==> src/rtl/spr_pkg.sv <==
// shared widths, types and register codes of the steering rate limiter
// no dependencies
`timescale 1ns / 1ps

package spr_pkg;

   localparam int ANGLE_WIDTH    = 32;
   localparam int RATIO_WIDTH    = 32;
   localparam int DT_WIDTH       = 32;
   localparam int RATE_WIDTH     = 31;
   localparam int LIMIT_WIDTH    = 32;
   localparam int CSR_IDX_WIDTH  = 3;
   localparam int CSR_DATA_WIDTH = (ANGLE_WIDTH > 32) ? ANGLE_WIDTH : 32;
   // intermediate angles before the final saturation
   localparam int WIDE_WIDTH     = (ANGLE_WIDTH > 32) ? ANGLE_WIDTH + 8 : 40;
   // ratio numerator is |angle| scaled by 2^16
   localparam int NUM_WIDTH      = ANGLE_WIDTH + 16;
   localparam int DIV_RADIX      = 4;
   localparam int DIV_STAGES     = (NUM_WIDTH + DIV_RADIX - 1) / DIV_RADIX;

   localparam logic signed [RATIO_WIDTH-1:0] RATIO_ONE = RATIO_WIDTH'(32'sh0001_0000);
   localparam logic signed [RATIO_WIDTH-1:0] RATIO_MAX = RATIO_WIDTH'(32'sh7fff_ffff);
   localparam logic signed [RATIO_WIDTH-1:0] RATIO_MIN = RATIO_WIDTH'(32'sh8000_0000);

   typedef logic signed [ANGLE_WIDTH-1:0] angle_type;
   typedef logic signed [WIDE_WIDTH-1:0]  wide_type;
   typedef logic        [WIDE_WIDTH-1:0]  uwide_type;
   typedef logic        [DT_WIDTH-1:0]    dt_type;
   typedef logic        [RATE_WIDTH-1:0]  rate_type;

   typedef enum logic [CSR_IDX_WIDTH-1:0] {
      CSR_POS_MIN = 3'd0,
      CSR_POS_MAX = 3'd1,
      CSR_VEL_MIN = 3'd2,
      CSR_VEL_MAX = 3'd3,
      CSR_ACC_MIN = 3'd4,
      CSR_ACC_MAX = 3'd5,
      CSR_DEC_MIN = 3'd6,
      CSR_DEC_MAX = 3'd7
   } csr_index_type;

   typedef struct packed {
      angle_type          pos_min;
      angle_type          pos_max;
      rate_type           vel_min;
      logic signed [31:0] vel_max;
      rate_type           acc_min;
      logic signed [31:0] acc_max;
      rate_type           dec_min;
      logic signed [31:0] dec_max;
   } csr_cfg_type;

   // limited angle with its command, from the limit pipe to the ratio pipe
   typedef struct packed {
      angle_type cmd;
      angle_type angle;
   } lim_word_type;

   typedef struct packed {
      angle_type                     limited_angle;
      logic signed [RATIO_WIDTH-1:0] scale_ratio;
   } rsp_word_type;

endpackage

==> src/rtl/spr_csr.sv <==
// limit registers written through the register channel
// depends on spr_pkg
`timescale 1ns / 1ps

module spr_csr import spr_pkg::*; (
   input  logic                      clock,
   input  logic                      reset,
   input  logic                      wr_valid,
   output logic                      wr_ready,
   input  logic [CSR_IDX_WIDTH-1:0]  wr_index,
   input  logic [CSR_DATA_WIDTH-1:0] wr_data,
   output csr_cfg_type               cfg
);

   csr_cfg_type cfg_ff, cfg_in;

   assign wr_ready = 1'b1;
   assign cfg      = cfg_ff;

   // register decode
   always_comb begin
      cfg_in = cfg_ff;
      if (wr_valid) begin
         unique case (csr_index_type'(wr_index))
            CSR_POS_MIN: cfg_in.pos_min = angle_type'(wr_data[ANGLE_WIDTH-1:0]);
            CSR_POS_MAX: cfg_in.pos_max = angle_type'(wr_data[ANGLE_WIDTH-1:0]);
            CSR_VEL_MIN: cfg_in.vel_min = wr_data[RATE_WIDTH-1:0];
            CSR_VEL_MAX: cfg_in.vel_max = $signed(wr_data[31:0]);
            CSR_ACC_MIN: cfg_in.acc_min = wr_data[RATE_WIDTH-1:0];
            CSR_ACC_MAX: cfg_in.acc_max = $signed(wr_data[31:0]);
            CSR_DEC_MIN: cfg_in.dec_min = wr_data[RATE_WIDTH-1:0];
            CSR_DEC_MAX: cfg_in.dec_max = $signed(wr_data[31:0]);
         endcase
      end
   end

   // reset leaves every limit stage off
   always_ff @(posedge clock) begin
      if (reset) begin
         cfg_ff.pos_min <= angle_type'(1);
         cfg_ff.pos_max <= '0;
         cfg_ff.vel_min <= '0;
         cfg_ff.vel_max <= -32'sd1;
         cfg_ff.acc_min <= '0;
         cfg_ff.acc_max <= -32'sd1;
         cfg_ff.dec_min <= '0;
         cfg_ff.dec_max <= -32'sd1;
      end else begin
         cfg_ff <= cfg_in;
      end
   end

endmodule

==> config.mk <==
export PLATFORM = sky130hd
export DESIGN_NAME = spr_csr
export DESIGN_NICKNAME = d
export VERILOG_FILES = /design/src/rtl/spr_pkg.sv /design/src/rtl/spr_csr.sv
export SDC_FILE = /design/constraint.sdc
export NUM_CORES = 1
export LEC_CHECK = 0
export ABC_CLOCK_PERIOD_IN_PS = 1400
export BUFFER_PORTS_ARGS = -buffer_cell sky130_fd_sc_hd__buf_2
export CAP_MARGIN = 20
export CELL_PAD_IN_SITES_DETAIL_PLACEMENT = 1
export CELL_PAD_IN_SITES_GLOBAL_PLACEMENT = 1
export CORE_MARGIN = 2
export CORE_UTILIZATION = 35
export CTS_CLUSTER_SIZE = 30
export DETAILED_ROUTE_END_ITERATION = 10
export GPL_ROUTABILITY_DRIVEN = 0
export PLACE_DENSITY = 0.85
export SYNTH_ARGS = -nofsm -noshare
export SYNTH_HDL_FRONTEND = slang
export SYNTH_SLANG_ARGS = --single-unit
==> constraint.sdc <==
create_clock -name clock -period 1.4 [get_ports clock]
set_input_delay 0.21 -clock clock [delete_from_list [all_inputs] [get_ports clock]]
set_output_delay 0.21 -clock clock [all_outputs]
set_load 0.02 [all_outputs]
# [After elaboration in Yosys (flattened, before gate mapping)]
# Cells that the tools add are included.
[word_totals] register_bits=253 latch_bits=0 ram_bits=0 rom_bits=0 out_inout_bits=254 mem_count=0
[classes] addsub=0 n_mul=0 n_div=0 magnitude_cmp=0 eq_ne=7 shift=0 mux=0 bitwise=0 reduce_logical=9
[op_table] cell="AND reduction 2 bit" count=8
[op_table] cell="equality test 3 bit (second input constant)" count=4
[op_table] cell="equality test 3 x 2 -> 1 bit (second input constant)" count=2
[op_table] cell="equality test 3 x 1 -> 1 bit (second input constant)" count=1
[op_table] cell="logical NOT 3 bit" count=1

# [Depth between registers and ports, before layout]
[depth] ltp_word=2 ltp_mapped=5 ltp_nobuf=2

# [Least setup slack after synthesis]
# OpenSTA, ideal clock, no wires.
[synth_timing] path_type="input to register" startpoint="in wr_index[1]" endpoint="reg cfg_ff, in the netlist cfg[242]" setup_ps=122 arrival_time_ps=1261 path_slack_ps=17 stages=5 path_cell_list="buf_2 or4b_1 buf_6 buf_12 mux2i_1"
[synth_via] elab_chain_len=2
[synth_lines] element="from (decl)" line_no="spr_csr.sv:10" rtl="input logic [CSR_IDX_WIDTH-1:0] wr_index,"
[synth_lines] element="logical NOT 3 bit" line_no="spr_csr.sv:24" rtl="unique case (csr_index_type'(wr_index))"
[synth_lines] element="AND reduction 2 bit (no line)"
[synth_lines] element="to (signal assigned)" line_no="spr_csr.sv:49" rtl="cfg_ff <= cfg_in;"
[synth_lines] element="to (decl)" line_no="spr_csr.sv:15" rtl="csr_cfg_type cfg_ff, cfg_in;"
# No other way between the ends.
# A chain may end at the register's enable or synchronous reset.

# [Worst setup path in the final report]
[layout_timing] startpoint="reg cfg_ff, in the netlist cfg[46]" endpoint="out cfg[46] (netlist name)"
[layout_lines] element="to (decl)" line_no="spr_csr.sv:12" rtl="output csr_cfg_type cfg"
# No word-level cell between the ends.

==> results.ini <==
[global_route]
grt_overflow = 0
antenna_found_initial = 2
grt_pass1_wl_um = 46300
grt_start_max_net_pins = 43
grt_pass1_vias = 8076
grt_usage_pct = 20.5

[final_layout]
seq_area_um2 = 5060
drive_gt1_share_pct = 31.1
fillerInstances = 3014
largest_reg_flops = 253
design_area_um2 = 12900
final_nets = 1241
area_growth_pct = 33.2
multiInputGateArea_um2 = 4350

[routing]
antenna_left = 0
wl_per_cell_um = 19.1
wl_um = 30600
vias = 7611
drcViolationCount = 0
via_per_inst = 4.77
drt_first_pass_iters = 4
drt_iter0_markers = 289

[die]
die_area_um2 = 29000
boundaryPins = 292
row_count = 60
fp.coreArea_um2 = 27100
start_util_pct = 35.8
die_h_um = 170
die_x_um = 170

[setup_path]
cp.required_ns = 1.19
critPathMaxFanout = 2
crit_cells = 1
startpoint_type = flop
crit_arrival_ns = 1.11
slowest_delay_ns = 0.38
crit_family = flip-flops
crit_type = reg2out
cp-end-kind = output port
crit_chain = buf_2
critPathBufInv = 1
slowest_stage = dfxtp_1
reg2reg_depth = 2

[placement]
hpwlAfterDp_um = 22000
place_ws_ns = -0.0255
placed_area_um2 = 11900
placement.io_buffers = 290

[logic_synthesis]
ys.warnings.count = 0
synthTopCellsByArea = dfxtp_1 52%, mux2i_1 26%, nand2b_1 12%
synthCells = 903
syn_area_um2 = 9690
ys_seq_area_share_pct = 52.3
synth_edf_count = 0
synth_top_area_share_pct = 52.3
syn-num-nets = 941
synth_top_cells_by_count = 253 x dfxtp_1, 253 x mux2i_1, 188 x nand2b_1
yosysTopAreaCell = dfxtp_1
ys_async_sr_fraction_pct = 0
synth_ff_type = dfxtp_1
synth.distinct_cells = 17
avgSynthCellArea_um2 = 10.7
ys_seq_elements = 253

[power]
p_total_uw = 16200
p_leak_uw = 0.00648
p_per_area_nw_per_um2 = 1260
peakVddDrop_v = 0.000788

[sta]
layout_min_cycle_time_ns = 1.32
setup_slack_ns = 0.0842
setup_viol = 0
slew_violations = 0
setup_tns_ns = 0
rsz0062_at_grt = no
hold_viol = 0
fin_skew_ns = 0
finalCritPeriodShare_pct = 94.0
whs_ns = 0.0148
fmax_ghz = 0.760

[status]
status = complete, no violations

[clock_tree]
clk_pin_slew_ns = 0.06
cts_buffers = 28
cts_root_buf = clkbuf_16
h-tree-depth = 1
cts_sinks = 253
cts_setup_buffers = 0
cts_tree = built
cts_resized = 0
clock_latency_ns = 0.53
clk_path_buf_depth = 3

[min_path]
hold_class = in2reg
min_path_cells = 3

[job]
maxCapViolations = 0

==> worst register-to-register path: stages (launching register included) <==
cell,delay (ns)
dfxtp_1,0.37
nor2_1,0.07
mux2i_1,0.19
==> cell usage in the layout (no fill, tap or decap), drive strengths merged <==
| cell | instances |
|---|---|
| conb | 1 |
| clkinv | 5 |
| mux2i | 253 |
| nor4b | 1 |
| dfxtp | 253 |
| clkbuf | 45 |
| nand4b | 2 |
| nor4bb | 1 |
| nand2b | 188 |
| nand4 | 1 |
| diode | 2 |
| dlygate4sd3 | 9 |
| nand4bb | 3 |
| and4b | 1 |
| nor2 | 129 |
| or4b | 1 |
| buf | 329 |
| bufinv | 1 |
==> area by class of cell <==
type	instances	share of cell area (%)
timing repair buffer	339	16.2
clock inverter	6	0.455
tap	372	3.60
multi-input combinational	581	33.7
clock buffer	44	6.83
antenna	2	0.0388
sequential	253	39.2
==> power breakdown <==
group	leakage, µW	internal, µW	switching, µW
registers	0.00205	7360	86.4
clock network	0.000469	4480	2960
logic	0.00396	544	805
==> stage by stage <==
step	utilization (%)	cells
2_1_floorplan	-	903
3_3_place_gp	43.8	1536
3_5_place_dp	43.8	1536
4_1_cts	47.6	1595
5_1_grt	47.6	1597
6_report	47.6	1597
==> routing by layer <==
| metal | global-route usage [%] | routed length (µm) | vias up |
|---|---|---|---|
| met5 | 0 | 0 | - |
| met1 | 24.8 | 12900 | 3768 |
| met4 | 8.29 | 1300 | 0 |
| met2 | 35.3 | 14600 | 206 |
| li1 | - | - | 3567 |
| met3 | 4.49 | 1690 | 70 |
==> kinds of logic (layout without fill, tap and decap cells) <==
logic type	Yosys count	count (layout)	synth area share, %
simple gates	327	327	18.1
mux	253	253	26.1
flops	253	253	52.3
buf+inv	69	389	3.46
other cells	1	3	0.0387
==> final timing paths <==
check                                  from        to  slack [ns]
worst min-delay path            wr_data[18]   cfg[18]        0.01
worst max-delay path                cfg[46]   cfg[46]        0.08
worst min register to register     cfg[227]  cfg[227]        0.47
worst max register to register     cfg[132]  cfg[132]        0.68
==> what timing repair did <==
item	in CTS	in global routing
endpoints found under the setup margin	0	0
endpoints found under the hold margin	18	0
hold buffers	9	0
Note: power is estimated with default switching activity, not from simulation.
